**src/sv/egs_pkg.sv**
```systemverilog
package egs_pkg;

    // Input function codes
    localparam logic FUNC_UPDATE  = 1'b0;
    localparam logic FUNC_RESCHED = 1'b1;

    localparam int TOTAL_W   = 15;
    localparam int TOTAL_MAX = 32767;

    // One process entry as stored in the table memory
    typedef struct packed {
        logic       run;
        logic [6:0] prio;
        logic [6:0] pend;
        logic [7:0] cnt;
        logic [7:0] quant;
    } ent_t;

    localparam int ENT_W = $bits(ent_t);

    typedef enum logic [3:0] {
        ST_IDLE,
        ST_UPD_RD,
        ST_UPD_WR,
        ST_CUR_RD,
        ST_CUR_WR,
        ST_CHK,
        ST_FILL,
        ST_PICK,
        ST_OUT
    } state_t;

endpackage

```
**src/sv/egs_ram.sv**
```systemverilog
module egs_ram #(
    parameter int WIDTH = 31,
    parameter int DEPTH = 64
) (
    input  logic                     clk,
    input  logic                     we,
    input  logic [$clog2(DEPTH)-1:0] waddr,
    input  logic [WIDTH-1:0]         wdata,
    input  logic [$clog2(DEPTH)-1:0] raddr,
    output logic [WIDTH-1:0]         rdata
);

    logic [WIDTH-1:0] mem [DEPTH];
    logic [WIDTH-1:0] rdata_reg;

    always_ff @(posedge clk)
    begin
        if (we)
        begin
            mem[waddr] <= wdata;
        end
        rdata_reg <= mem[raddr];
    end

    assign rdata = rdata_reg;

endmodule

```
**src/sv/epoch_goodness_scheduler.sv**
```systemverilog
// Update word: reads the entry, then writes it back unless the pid is out of range; no result.
// Reschedule word: writes back the current entry, then checks the table, refills it when a new
// epoch starts and picks a winner; each pass over the process table reads one entry a cycle.
// One word is in flight at a time; the result register frees the core while a result waits.
// rst_n (async, active low) clears control state, current pid, epoch total and the per-entry
// valid bits, so every table entry reads as zero until first written; no clearing pass.
module epoch_goodness_scheduler
    import egs_pkg::*;
#(
    parameter int NUM_PROCS = 64
) (
    input  logic                 clk,
    input  logic                 rst_n,
    input  logic                 in_valid,
    output logic                 in_stall,
    input  logic                 func,
    input  logic [5:0]           pid,
    input  logic                 runnable,
    input  logic [6:0]           new_priority,
    input  logic [7:0]           remaining_ticks,
    output logic                 out_valid,
    input  logic                 out_stall,
    output logic [5:0]           next_pid,
    output logic [7:0]           time_slice,
    output logic                 switched,
    output logic                 new_epoch,
    output logic [TOTAL_W-1:0]   epoch_total
);

    localparam int IDX_W  = $clog2(NUM_PROCS);
    localparam int SCAN_W = IDX_W + 1;

    // Control and sequencing
    state_t state_reg, state_next;
    logic [SCAN_W-1:0] scan_reg, scan_next;
    logic dv_reg, dv_next;                   // table read data valid this cycle
    logic [IDX_W-1:0] didx_reg, didx_next;   // index of the data now on the RAM port
    logic rv_reg, rv_next;                   // entry behind that data was ever written
    logic [NUM_PROCS-1:0] valid_reg, valid_next;

    // Captured input word
    logic [IDX_W-1:0] pid_reg, pid_next;
    logic pid_ok_reg, pid_ok_next;
    logic run_reg, run_next;
    logic [6:0] newp_reg, newp_next;
    logic [7:0] left_reg, left_next;

    // Scheduler state and scratch
    logic [IDX_W-1:0] cur_reg, cur_next;
    logic [TOTAL_W-1:0] esum_reg, esum_next;
    logic fresh_reg, fresh_next;
    logic [8:0] best_reg, best_next;
    logic [IDX_W-1:0] chosen_reg, chosen_next;
    logic [7:0] slice_reg, slice_next;

    // Result register
    logic out_valid_reg, out_valid_next;
    logic [5:0] next_pid_reg, next_pid_next;
    logic [7:0] time_slice_reg, time_slice_next;
    logic switched_reg, switched_next;
    logic new_epoch_reg, new_epoch_next;
    logic [TOTAL_W-1:0] epoch_total_reg, epoch_total_next;

    // Table memory port
    logic ram_we;
    logic [IDX_W-1:0] ram_waddr, ram_raddr;
    ent_t ram_wdata;
    logic [ENT_W-1:0] ram_q;
    ent_t ent;

    // Helpers on the entry now read
    logic issuing;
    logic last_data;
    logic [8:0] good;
    logic [7:0] quant_new;
    logic [15:0] sum_wide;
    logic signed [16:0] adj;
    logic out_free;

    egs_ram #(
        .WIDTH (ENT_W),
        .DEPTH (NUM_PROCS)
    ) u_table (
        .clk   (clk),
        .we    (ram_we),
        .waddr (ram_waddr),
        .wdata (ram_wdata),
        .raddr (ram_raddr),
        .rdata (ram_q)
    );

    // Never-written entries read as the reset value
    assign ent = rv_reg ? ent_t'(ram_q) : '0;

    assign issuing   = (scan_reg < SCAN_W'(NUM_PROCS));
    assign last_data = !issuing && dv_reg;
    assign good      = (ent.cnt == 8'd0) ? 9'd0 : ({1'b0, ent.cnt} + {2'b0, ent.prio});
    assign quant_new = {1'b0, ent.cnt[7:1]} + {1'b0, ent.pend};
    assign sum_wide  = {1'b0, esum_reg} + {8'd0, quant_new};
    assign adj       = $signed({2'b00, esum_reg}) - $signed({9'd0, ent.quant})
                       + $signed({9'd0, left_reg});
    assign out_free  = !out_valid_reg || !out_stall;

    assign in_stall    = (state_reg != ST_IDLE);
    assign out_valid   = out_valid_reg;
    assign next_pid    = next_pid_reg;
    assign time_slice  = time_slice_reg;
    assign switched    = switched_reg;
    assign new_epoch   = new_epoch_reg;
    assign epoch_total = epoch_total_reg;

    // Next state
    always_comb
    begin
        state_next = state_reg;
        case (state_reg)
            ST_IDLE:
            begin
                if (in_valid)
                begin
                    state_next = (func == FUNC_RESCHED) ? ST_CUR_RD : ST_UPD_RD;
                end
            end
            ST_UPD_RD: state_next = pid_ok_reg ? ST_UPD_WR : ST_IDLE;
            ST_UPD_WR: state_next = ST_IDLE;
            ST_CUR_RD: state_next = ST_CUR_WR;
            ST_CUR_WR: state_next = ST_CHK;
            ST_CHK:
            begin
                if (last_data)
                begin
                    // no runnable entry with a live counter: refill the table
                    if (fresh_reg && !(ent.run && ent.cnt != 8'd0))
                    begin
                        state_next = ST_FILL;
                    end
                    else
                    begin
                        state_next = ST_PICK;
                    end
                end
            end
            ST_FILL: state_next = last_data ? ST_PICK : ST_FILL;
            ST_PICK: state_next = last_data ? ST_OUT : ST_PICK;
            ST_OUT:  state_next = out_free ? ST_IDLE : ST_OUT;
            default: state_next = ST_IDLE;
        endcase
    end

    // Datapath and memory control
    always_comb
    begin
        scan_next        = scan_reg;
        dv_next          = 1'b0;
        didx_next        = didx_reg;
        rv_next          = rv_reg;
        valid_next       = valid_reg;
        pid_next         = pid_reg;
        pid_ok_next      = pid_ok_reg;
        run_next         = run_reg;
        newp_next        = newp_reg;
        left_next        = left_reg;
        cur_next         = cur_reg;
        esum_next        = esum_reg;
        fresh_next       = fresh_reg;
        best_next        = best_reg;
        chosen_next      = chosen_reg;
        slice_next       = slice_reg;
        out_valid_next   = out_valid_reg && out_stall;
        next_pid_next    = next_pid_reg;
        time_slice_next  = time_slice_reg;
        switched_next    = switched_reg;
        new_epoch_next   = new_epoch_reg;
        epoch_total_next = epoch_total_reg;
        ram_we           = 1'b0;
        ram_waddr        = didx_reg;
        ram_wdata        = ent;
        ram_raddr        = scan_reg[IDX_W-1:0];

        case (state_reg)
            ST_IDLE:
            begin
                if (in_valid)
                begin
                    pid_next    = IDX_W'(pid);
                    pid_ok_next = (32'(pid) < NUM_PROCS);
                    run_next    = runnable;
                    newp_next   = new_priority;
                    left_next   = remaining_ticks;
                end
            end
            ST_UPD_RD:
            begin
                ram_raddr = pid_reg;
                rv_next   = valid_reg[pid_reg];
            end
            ST_UPD_WR:
            begin
                ram_we               = 1'b1;
                ram_waddr            = pid_reg;
                ram_wdata            = ent;
                ram_wdata.run        = run_reg;
                ram_wdata.pend       = newp_reg;
                valid_next[pid_reg]  = 1'b1;
            end
            ST_CUR_RD:
            begin
                ram_raddr = cur_reg;
                rv_next   = valid_reg[cur_reg];
            end
            ST_CUR_WR:
            begin
                // store leftover ticks, trade old quantum for them in the total
                ram_we              = 1'b1;
                ram_waddr           = cur_reg;
                ram_wdata           = ent;
                ram_wdata.cnt       = left_reg;
                valid_next[cur_reg] = 1'b1;
                if (adj < 0)
                begin
                    esum_next = '0;
                end
                else if (adj > 17'sd32767)
                begin
                    esum_next = TOTAL_W'(TOTAL_MAX);
                end
                else
                begin
                    esum_next = adj[TOTAL_W-1:0];
                end
                scan_next  = SCAN_W'(1);
                fresh_next = 1'b1;
            end
            ST_CHK, ST_FILL, ST_PICK:
            begin
                if (issuing)
                begin
                    ram_raddr = scan_reg[IDX_W-1:0];
                    rv_next   = valid_reg[scan_reg[IDX_W-1:0]];
                    didx_next = scan_reg[IDX_W-1:0];
                    dv_next   = 1'b1;
                    scan_next = scan_reg + SCAN_W'(1);
                end
                if (state_reg == ST_CHK)
                begin
                    if (dv_reg && ent.run && ent.cnt != 8'd0)
                    begin
                        fresh_next = 1'b0;
                    end
                    if (last_data)
                    begin
                        if (fresh_reg && !(ent.run && ent.cnt != 8'd0))
                        begin
                            scan_next = SCAN_W'(1);
                            esum_next = '0;
                        end
                        else
                        begin
                            scan_next   = '0;
                            best_next   = '0;
                            chosen_next = '0;
                        end
                    end
                end
                else if (state_reg == ST_FILL)
                begin
                    // new epoch: apply pending priority, refill counter and quantum
                    if (dv_reg)
                    begin
                        ram_we              = 1'b1;
                        ram_waddr           = didx_reg;
                        ram_wdata           = ent;
                        ram_wdata.prio      = ent.pend;
                        ram_wdata.cnt       = quant_new;
                        ram_wdata.quant     = quant_new;
                        valid_next[didx_reg] = 1'b1;
                        esum_next = (sum_wide > 16'(TOTAL_MAX)) ? TOTAL_W'(TOTAL_MAX)
                                                                : sum_wide[TOTAL_W-1:0];
                    end
                    if (last_data)
                    begin
                        scan_next   = '0;
                        best_next   = '0;
                        chosen_next = '0;
                    end
                end
                else
                begin
                    if (dv_reg)
                    begin
                        // idle entry supplies the slice when nobody wins
                        if (didx_reg == '0)
                        begin
                            slice_next = ent.cnt;
                        end
                        if (ent.run && good > best_reg)
                        begin
                            best_next   = good;
                            chosen_next = didx_reg;
                            slice_next  = ent.cnt;
                        end
                    end
                end
            end
            ST_OUT:
            begin
                if (out_free)
                begin
                    out_valid_next   = 1'b1;
                    next_pid_next    = 6'(chosen_reg);
                    time_slice_next  = slice_reg;
                    switched_next    = (chosen_reg != cur_reg);
                    new_epoch_next   = fresh_reg;
                    epoch_total_next = esum_reg;
                    cur_next         = chosen_reg;
                end
            end
            default:
            begin
            end
        endcase
    end

    always_ff @(posedge clk or negedge rst_n)
    begin
        if (!rst_n)
        begin
            state_reg     <= ST_IDLE;
            scan_reg      <= '0;
            dv_reg        <= 1'b0;
            valid_reg     <= '0;
            cur_reg       <= '0;
            esum_reg      <= '0;
            out_valid_reg <= 1'b0;
        end
        else
        begin
            state_reg     <= state_next;
            scan_reg      <= scan_next;
            dv_reg        <= dv_next;
            valid_reg     <= valid_next;
            cur_reg       <= cur_next;
            esum_reg      <= esum_next;
            out_valid_reg <= out_valid_next;
        end
    end

    always_ff @(posedge clk)
    begin
        didx_reg        <= didx_next;
        rv_reg          <= rv_next;
        pid_reg         <= pid_next;
        pid_ok_reg      <= pid_ok_next;
        run_reg         <= run_next;
        newp_reg        <= newp_next;
        left_reg        <= left_next;
        fresh_reg       <= fresh_next;
        best_reg        <= best_next;
        chosen_reg      <= chosen_next;
        slice_reg       <= slice_next;
        next_pid_reg    <= next_pid_next;
        time_slice_reg  <= time_slice_next;
        switched_reg    <= switched_next;
        new_epoch_reg   <= new_epoch_next;
        epoch_total_reg <= epoch_total_next;
    end

endmodule

```
**config.mk**
```make
export PLATFORM = sky130hd
export DESIGN_NAME = epoch_goodness_scheduler
export DESIGN_NICKNAME = d
export VERILOG_FILES = /design/src/sv/egs_pkg.sv /design/src/sv/egs_ram.sv /design/src/sv/epoch_goodness_scheduler.sv
export SDC_FILE = /design/constraint.sdc
export NUM_CORES = 2
export LEC_CHECK = 0
export ABC_AREA = 1
export ABC_CLOCK_PERIOD_IN_PS = 5500
export BUFFER_PORTS_ARGS = -buffer_cell sky130_fd_sc_hd__buf_2
export CAP_MARGIN = 40
export CORE_ASPECT_RATIO = 1.1
export CORE_MARGIN = 4
export CORE_UTILIZATION = 40
export CTS_CLUSTER_SIZE = 25
export DETAILED_ROUTE_END_ITERATION = 10
export GPL_TIMING_DRIVEN = 0
export PLACE_DENSITY_LB_ADDON = 0.2
export SLEW_MARGIN = 40
export SYNTH_ARGS = -nofsm -noshare
export SYNTH_HDL_FRONTEND = slang
export SYNTH_SLANG_ARGS = --single-unit
export TNS_END_PERCENT = 100
```
**constraint.sdc**
```tcl
create_clock -name clk -period 5.5 [get_ports clk]
set_input_delay 1.1 -clock clk [delete_from_list [all_inputs] [get_ports clk]]
set_output_delay 1.1 -clock clk [all_outputs]
set_load 0.05 [all_outputs]
```
# Yosys cells after proc, flatten, opt, wreduce, memory -nomap -nowiden
# Memories as Yosys holds them, arrays and structs flattened. A register that Yosys moved wholly into a read port is not among the register bits.
# Index checks and enable logic that the tools add are counted.
# classes
n_lt_le_gt_ge,12
add_sub_neg,6
reduce_logical,38
n_eq_ne,23
mux,79
bitwise_logic,5
# op_table
op,count
64-bit 2-to-1 mux,3
64-bit bitwise OR,3
64-bit case mux with 3 select lines,1
15-bit 2-to-1 mux,8
31-bit case mux with 3 select lines,1
30-bit 2-to-1 mux,3
9-bit 2-to-1 mux,8
6-bit 2-to-1 mux,7
7-bit 2-to-1 mux,5
4-bit case mux with 8 select lines,1
31-bit 2-to-1 mux,1
15-bit case mux with 2 select lines,1
6-bit by 7-bit less-than comparator with 1-bit output (second input constant),4
6-bit case mux with 2 select lines,2
1-bit 2-to-1 mux,21
2-bit != test (second input constant),10
1-bit binary-select mux with 6-bit select,3
1-bit demux with 6-bit select,3
6-bit by 1-bit greater-or-equal comparator with 1-bit output (second input constant),3
16-bit by 9-bit adder with 17-bit output,1
17-bit by 16-bit > comparator with 1-bit output (second input constant),1
17-bit by 1-bit less-than comparator with 1-bit output (second input constant),1
15-bit by 8-bit adder with 16-bit output,1
4-bit by 3-bit equality test with 1-bit output (second input constant),4
other kinds (36),67
# totals
word_cells,186
memories,1
input_bits,27
register_bits,182
ramBits,1984
# memory_table
name,words,word_bits,read_ports,rd_ports_with_merged_regs,wr,line,source
u_table.mem,64,31,1,1,1,egs_ram.sv:13,logic [WIDTH-1:0] mem [DEPTH];

# Logic depth before layout (Yosys ltp)
# depth
depth_word,9
depth_mapped,30

# Cells and area by module
# A second synthesis with hierarchy kept.
# unflattened
cells_unflattened,8454
area_unflattened_um2,93393.3
# by_module_without_submodules
mod,seq_area_each_um2,cells_per_inst,area_per_inst_um2,n_inst
egs_ram,60197.7,6743,80576.0,1
epoch_goodness_scheduler,4974.8,1711,12817.3,1

# Worst setup path after synthesis
# No wires, ideal clock.
# synth_path
path_kind,reg2reg
start,register rv_reg
end,register best_reg[0] (enable)
arrival_ns,4.587
path_stages_with_launch,23
synth_period_minus_slack_ns,5.000
t_required_ns,5.087
setup_slack_ns,0.500
path_cell_list,edfxtp_1 buf_2 buf_1 nand2_1 inv_1 ha_1 inv_1 fa_1 nor2_1 o21ai_0 nand2_1 nand2_1 inv_1 nor2_1 nor2_1 nor2_1 nor2_1 nor3_1 ha_1 nand2_1 o41ai_1 o311ai_0 a221oi_1
# synth_via
elab_chain_len,7
elab_cells_between_ends,13
classes_between,add/sub (1); order compare (1); eq/ne (1); mux (2); reduce/logical (8)
# synth_lines
item,line,source
start: declaration,epoch_goodness_scheduler.sv:38,"logic rv_reg, rv_next;"
start signal: assignment,epoch_goodness_scheduler.sv:351,rv_reg <= rv_next;
31-bit 2-to-1 mux (*),epoch_goodness_scheduler.sv:93,assign ent = rv_reg ? ent_t'(ram_q) : '0;
8-bit by 7-bit adder with 9-bit output or 8-bit logical NOT (tied branches),epoch_goodness_scheduler.sv:97,"assign good = (ent.cnt == 8'd0) ? 9'd0 : ({1'b0, ent.cnt} + {2'b0, ent.prio});"
9-bit 2-to-1 mux (*),epoch_goodness_scheduler.sv:97,
net good[6],epoch_goodness_scheduler.sv:74,logic [8:0] good;
9-bit > comparator (*),epoch_goodness_scheduler.sv:296,if (ent.run && good > best_reg)
1-bit logical AND (*),epoch_goodness_scheduler.sv:296,
3-bit nonzero test (no source line) (*),n/a,
6-bit AND reduction (no source line) (*),n/a,
end signal: assignment,epoch_goodness_scheduler.sv:358,best_reg <= best_next;
end: declaration,epoch_goodness_scheduler.sv:52,"logic [8:0] best_reg, best_next;"
# The timed path passes the listed nets; every way through them passes the cells marked *.
# A chain may end at the register's enable or synchronous reset.

# Worst setup path in the final report
# layout_path
start,register rv_reg
end,register slice_reg[5] (enable)
# layout_via
elab_chain_len,7
elab_cells_between_ends,8
classes_between,add/sub (1); order compare (1); mux (2); reduce/logical (4)
# layout_lines
item,line,source
31-bit 2-to-1 mux (*),epoch_goodness_scheduler.sv:93,
8-bit by 7-bit adder with 9-bit output or 8-bit logical NOT (tied branches),epoch_goodness_scheduler.sv:97,
9-bit 2-to-1 mux (*),epoch_goodness_scheduler.sv:97,
net good[6],epoch_goodness_scheduler.sv:74,
9-bit > comparator (*),epoch_goodness_scheduler.sv:296,
1-bit logical AND (*),epoch_goodness_scheduler.sv:296,
2-bit nonzero test (no source line) (*),n/a,
5-bit AND reduction (no source line) (*),n/a,
end signal: assignment,epoch_goodness_scheduler.sv:360,slice_reg <= slice_next;
end: declaration,epoch_goodness_scheduler.sv:54,"logic [7:0] slice_reg, slice_next;"
# Marks and branches as above.

==> summary.log <==
[outcome] result of the run complete, no violations
[power] Comb pwr share 0.496
[sta] unrepaired setup endpoints after global routing false
[place] Final HPWL DP 238300 um
[worst_setup_path] arrival time of the worst setup path 5560 ps
[yosys] top flip-flop cell by instance count after synthesis sky130_fd_sc_hd__edfxtp_1
[sta] Worst Clk Skew 57.53 ps
[clocking] hold buffer count at CTS 0
[yosys] dominant combinational cell family by area after synthesis simple AND/OR/NAND/NOR gates
[layout] Design Area, Final 110400 um^2
[clocking] clk buf depth 3
[worst_hold_path] worst hold path type in2async
[sta] final setup violating endpoints 0
[place] placed inst area 102800 um^2
[floorplanning] Core Region 235800 um^2
[global_route] wire length of the first global-routing pass 448800 um
[floorplanning] vertical die dimension 518.3 um
[floorplanning] Die Area 244600 um^2
[flow_run] number of maximum-capacitance violations 0
[global_route] remaining global-route overflow 0
[layout] number of fill cells in the layout 21330
[yosys] xor and xnor area share after synthesis 0.003422
[yosys] flip-flop and latch count after synthesis 2197
[worst_setup_path] critical path launch point type flip-flop
[worst_setup_path] top fanout value on the critical path 10
[yosys] average footprint of a synthesized cell 11.61 um^2
[sta] Max Fclk 0.1974 GHz
[yosys] register area share after synthesis 0.6882
[global_route] most used routing layer in global routing met2
[clocking] number of clock sinks 2197
[floorplanning] count of standard-cell rows 187
[clocking] clock latency reported for the late side of the worst-skew pair 890 ps
[layout] number of flip-flops in the largest register 1984
[global_route] via count of the first global-routing pass 62800
[power] Clk pwr share 0.208
[global_route] overall global routing resource usage 0.2526
[worst_setup_path] setup slack of the worst register-to-register path 430 ps
[clocking] number of clock buffers inserted by TritonCTS 222
[power] net switching power of the design 34.73 mW
[power] internal power consumption 40.72 mW
[sta] number of hold violations in the final report 0
[yosys] multiplexer share of the synthesized area 0
[floorplanning] width of the die 471.9 um
[yosys] Synth area leader sky130_fd_sc_hd__edfxtp_1
[layout] storage element area 65170 um^2
[layout] Final nets 8719
[route] initial DRC count 6800
[clocking] deepest level of the CTS H-tree 4
[power] leak pwr 41.44 nW
[yosys] Net Count, Synth 8241
[global_route] global routing usage on met1 0.3261
[yosys] adder and majority gate portion of the synthesized area 0.007795
[worst_setup_path] kind of end point of the critical path flip-flop
[yosys] number of cells produced by synthesis 8158
[route] via count of the routed design 64630
[route] WL per Instance 26.33 um
[power] cell area power density 683.5 nW/um^2
[clocking] setup repair bufs after CTS 0
[route] drt pass-1 iters 6
[global_route] pin count of the biggest net entering global routing 60
[layout] synth-to-layout area growth 16.55%
[yosys] Synth cell types 50
[yosys] complex-gate fraction of the synthesized area 0.1030
[floorplanning] starting utilization of the core area 0.4015
[yosys] post-synthesis cell area 94700 um^2
[yosys] number of warning messages in the yosys log 0
[yosys] top post-synthesis cells by area sky130_fd_sc_hd__edfxtp_1 66%, sky130_fd_sc_hd__o211ai_1 7.9%, sky130_fd_sc_hd__nand2_1 5.7%, sky130_fd_sc_hd__nand3_1 5.3%, sky130_fd_sc_hd__inv_1 5.2%
[yosys] area fraction in and, or, nand and nor cells after synthesis 0.1221
[sta] worst hold slack 96.98 ps
[clocking] buffer type at the clock tree root sky130_fd_sc_hd__clkbuf_16
[place] final weighted congestion in routability-driven placement 0.9776
[worst_setup_path] Critical Path RT 6000 ps
[power] sw frac 0.4603
[yosys] area share of the leading cell type in the synthesized netlist 0.6557
[worst_setup_path] critical setup path kind reg2reg
[clocking] CTS tree done
[sta] final critical path time including I/O delays and setup 5067 ps
[clocking] post-cts sizing count 0
[power] maximum vdd ir drop 492.2 uV
[route] post-DR vias/cell 5.409
[route] Routed WL 314600 um
[power] part of the total power dissipated in sequential elements 0.296
[floorplanning] IO Pins 60
[global_route] fraction of met2 tracks used by global routing 0.4148
[sta] normalized max-slew margin 0.3950
[layout] share of layout cells above drive strength 1 0.1158
[global_route] antenna violations before repair 15
[place] total of buffers placed on input and output ports 59
[route] DRC errors left 0
[layout] footprint of the multi-input gates 23110 um^2
[sta] slew at the pin closest to its max-slew limit 907.5 ps
[yosys] async set-or-reset flop fraction in the synthesized netlist 0.04461
[sta] count of final max-slew check failures 0
[route] post-route ant nets 0
[global_route] met3 GRT Util 0.03655
[clocking] clock edge transition at the registers on the reported setup and hold paths 60 ps
[yosys] number of enable-type register cells in the synthesized netlist 2068
[sta] portion of the clock cycle consumed by the worst path in the final layout 0.9213
==> path summary, 6_finish.rpt <==
check | start | endpoint | cells after the start
worst min register to register | slice_reg[2]$_DFFE_PP_ | time_slice[2]$_DFFE_PP_ | 0
worst max register to register | rv_reg$_DFFE_PP_ | slice_reg[5]$_DFFE_PP_ | 22
min in group clk | pid[5] | pid_reg[5]$_DFFE_PP_ | 1
worst min-delay path | rst_n | valid_reg[35]$_DFFE_PN0P_ | 1
worst max-delay path | rv_reg$_DFFE_PP_ | slice_reg[5]$_DFFE_PP_ | 22
max in group asynchronous | rst_n | valid_reg[16]$_DFFE_PN0P_ | 2
==> worst max-delay path, cell delays in order, from the launching register on <==
cell                       delay [ps]
sky130_fd_sc_hd__edfxtp_1         490
sky130_fd_sc_hd__buf_2            280
sky130_fd_sc_hd__clkbuf_2         260
sky130_fd_sc_hd__nand2_1           80
sky130_fd_sc_hd__inv_1            110
sky130_fd_sc_hd__ha_1             180
sky130_fd_sc_hd__inv_1             60
sky130_fd_sc_hd__fa_1             450
sky130_fd_sc_hd__nor2_1           200
sky130_fd_sc_hd__o21ai_0          110
sky130_fd_sc_hd__nand2_1           90
sky130_fd_sc_hd__nand2_1           50
sky130_fd_sc_hd__inv_1             80
sky130_fd_sc_hd__nor2_1            50
sky130_fd_sc_hd__nor2_1           120
sky130_fd_sc_hd__nor2_1            50
sky130_fd_sc_hd__nor2_1           150
sky130_fd_sc_hd__nor3_1            70
sky130_fd_sc_hd__ha_1             320
sky130_fd_sc_hd__nand2_1           90
sky130_fd_sc_hd__o41ai_1          350
sky130_fd_sc_hd__o311ai_1         300
sky130_fd_sc_hd__a21oi_1          740
==> per-layer routing <==
metal | part of all wire | vias to the layer above
li1 | - | 29870
met1 | 0.40 | 31600
met2 | 0.47 | 2602
met3 | 0.068 | 557
met4 | 0.060 | 2
met5 | 0.000057 | -
==> power groups by stage <==
stage | Combinational, mW | Clock, mW | Sequential (mW)
2_1_floorplan | 19.1 | 0 | 22.9
6_report | 37.4 | 15.7 | 22.3
3_3_place_gp | 34.2 | 0 | 23.9
5_1_grt | 39.8 | 16.6 | 22.4
4_1_cts | 37.1 | 15.9 | 22.3
3_5_place_dp | 37.0 | 0 | 22.7
==> cell families (layout without fill, tap and decap cells) <==
family	after synthesis	after routing
AND/OR/NAND/NOR	2696	2696
flip-flops	2197	2197
buffers and inverters	1793	2460
AO/OA/AOI/OAI	1379	1379
adder cells (fa/ha/maj)	56	56
XOR/XNOR	37	37
other	0	5
==> cell usage in the layout (no fill, tap or decap), types with 9 or more instances in the layout <==
| master | n |
|---|---|
| sky130_fd_sc_hd__o41ai_1 | 10 |
| sky130_fd_sc_hd__a21oi_1 | 95 |
| sky130_fd_sc_hd__o22ai_1 | 78 |
| sky130_fd_sc_hd__nand4_1 | 18 |
| sky130_fd_sc_hd__buf_2 | 350 |
| sky130_fd_sc_hd__buf_12 | 9 |
| sky130_fd_sc_hd__xnor2_1 | 12 |
| sky130_fd_sc_hd__buf_6 | 11 |
| sky130_fd_sc_hd__clkinv_1 | 46 |
| sky130_fd_sc_hd__o21ai_4 | 22 |
| sky130_fd_sc_hd__nand3_1 | 1003 |
| sky130_fd_sc_hd__o21bai_1 | 9 |
| sky130_fd_sc_hd__buf_4 | 21 |
| sky130_fd_sc_hd__dfrtp_1 | 98 |
| sky130_fd_sc_hd__buf_16 | 36 |
| sky130_fd_sc_hd__nor2_4 | 41 |
| sky130_fd_sc_hd__buf_8 | 116 |
| sky130_fd_sc_hd__clkbuf_8 | 10 |
| sky130_fd_sc_hd__a221oi_1 | 12 |
| sky130_fd_sc_hd__o211ai_1 | 1002 |
| sky130_fd_sc_hd__nand2_1 | 1428 |
| sky130_fd_sc_hd__buf_1 | 32 |
| sky130_fd_sc_hd__bufinv_16 | 27 |
| sky130_fd_sc_hd__nor3_1 | 44 |
| sky130_fd_sc_hd__edfxtp_1 | 2068 |
| sky130_fd_sc_hd__clkbuf_1 | 181 |
| sky130_fd_sc_hd__inv_2 | 33 |
| sky130_fd_sc_hd__clkbuf_2 | 18 |
| sky130_fd_sc_hd__clkbuf_16 | 233 |
| sky130_fd_sc_hd__clkinv_2 | 31 |
| sky130_fd_sc_hd__o21ai_0 | 115 |
| sky130_fd_sc_hd__dfxtp_1 | 31 |
| sky130_fd_sc_hd__ha_1 | 51 |
| sky130_fd_sc_hd__clkinvlp_4 | 9 |
| sky130_fd_sc_hd__xor2_1 | 25 |
| sky130_fd_sc_hd__inv_1 | 1277 |
| sky130_fd_sc_hd__nor2_1 | 130 |
==> per-stage QoR <==
step / util / TNS, ps / setup slack (ps) / instances / total power, mW
final: 0.4680 / 0 / 433.1 / 11950 / 75.45
after global routing: 0.4680 / 0 / 16.81 / 11940 / 78.73
after CTS: 0.4678 / 0 / 220.7 / 11940 / 75.31
after detailed placement: 0.4357 / 0 / 279.6 / 11530 / 59.66
after global placement: 0.4193 / -8401480 / -6858 / 11340 / 58.19
after floorplan: - / 0 / 499.7 / 8158 / 42.02
==> synthesized netlist by cell type, types with 2 or more instances <==
cell type	n
sky130_fd_sc_hd__nand2_2	3
sky130_fd_sc_hd__nor2_4	3
sky130_fd_sc_hd__buf_1	34
sky130_fd_sc_hd__o311ai_0	2
sky130_fd_sc_hd__xor2_1	25
sky130_fd_sc_hd__xnor2_1	12
sky130_fd_sc_hd__a21oi_2	2
sky130_fd_sc_hd__ha_1	51
sky130_fd_sc_hd__nor3_1	51
sky130_fd_sc_hd__fa_1	5
sky130_fd_sc_hd__o22ai_1	78
sky130_fd_sc_hd__o21bai_1	9
sky130_fd_sc_hd__or2_1	2
sky130_fd_sc_hd__nor4_1	8
sky130_fd_sc_hd__inv_2	9
sky130_fd_sc_hd__dfxtp_1	31
sky130_fd_sc_hd__buf_2	270
sky130_fd_sc_hd__nor2_1	169
sky130_fd_sc_hd__clkinv_1	2
sky130_fd_sc_hd__nor2_2	7
sky130_fd_sc_hd__a22oi_1	4
sky130_fd_sc_hd__inv_1	1308
sky130_fd_sc_hd__nand2_1	1429
sky130_fd_sc_hd__buf_4	19
sky130_fd_sc_hd__o211ai_1	1002
sky130_fd_sc_hd__nand3_1	1003
sky130_fd_sc_hd__a21oi_1	95
sky130_fd_sc_hd__a221oi_2	3
sky130_fd_sc_hd__nand4_1	18
sky130_fd_sc_hd__o41ai_1	10
sky130_fd_sc_hd__edfxtp_1	2068
sky130_fd_sc_hd__o2111ai_1	8
sky130_fd_sc_hd__clkbuf_1	150
sky130_fd_sc_hd__a31oi_1	6
sky130_fd_sc_hd__dfrtp_1	98
sky130_fd_sc_hd__a221oi_1	14
sky130_fd_sc_hd__o21ai_0	137
==> cell type report <==
cell class / count / share of cell area
clock inverter: 123 / 0.01270
antenna: 5 / 0.0001134
clock buffer: 290 / 0.05568
tap: 3118 / 0.03535
timing repair buffer: 254 / 0.03124
inverter: 1319 / 0.04498
sequential: 2197 / 0.5905
buffer: 474 / 0.02009
multi-input combinational: 4168 / 0.2094
(Power assumes the default switching activity.)
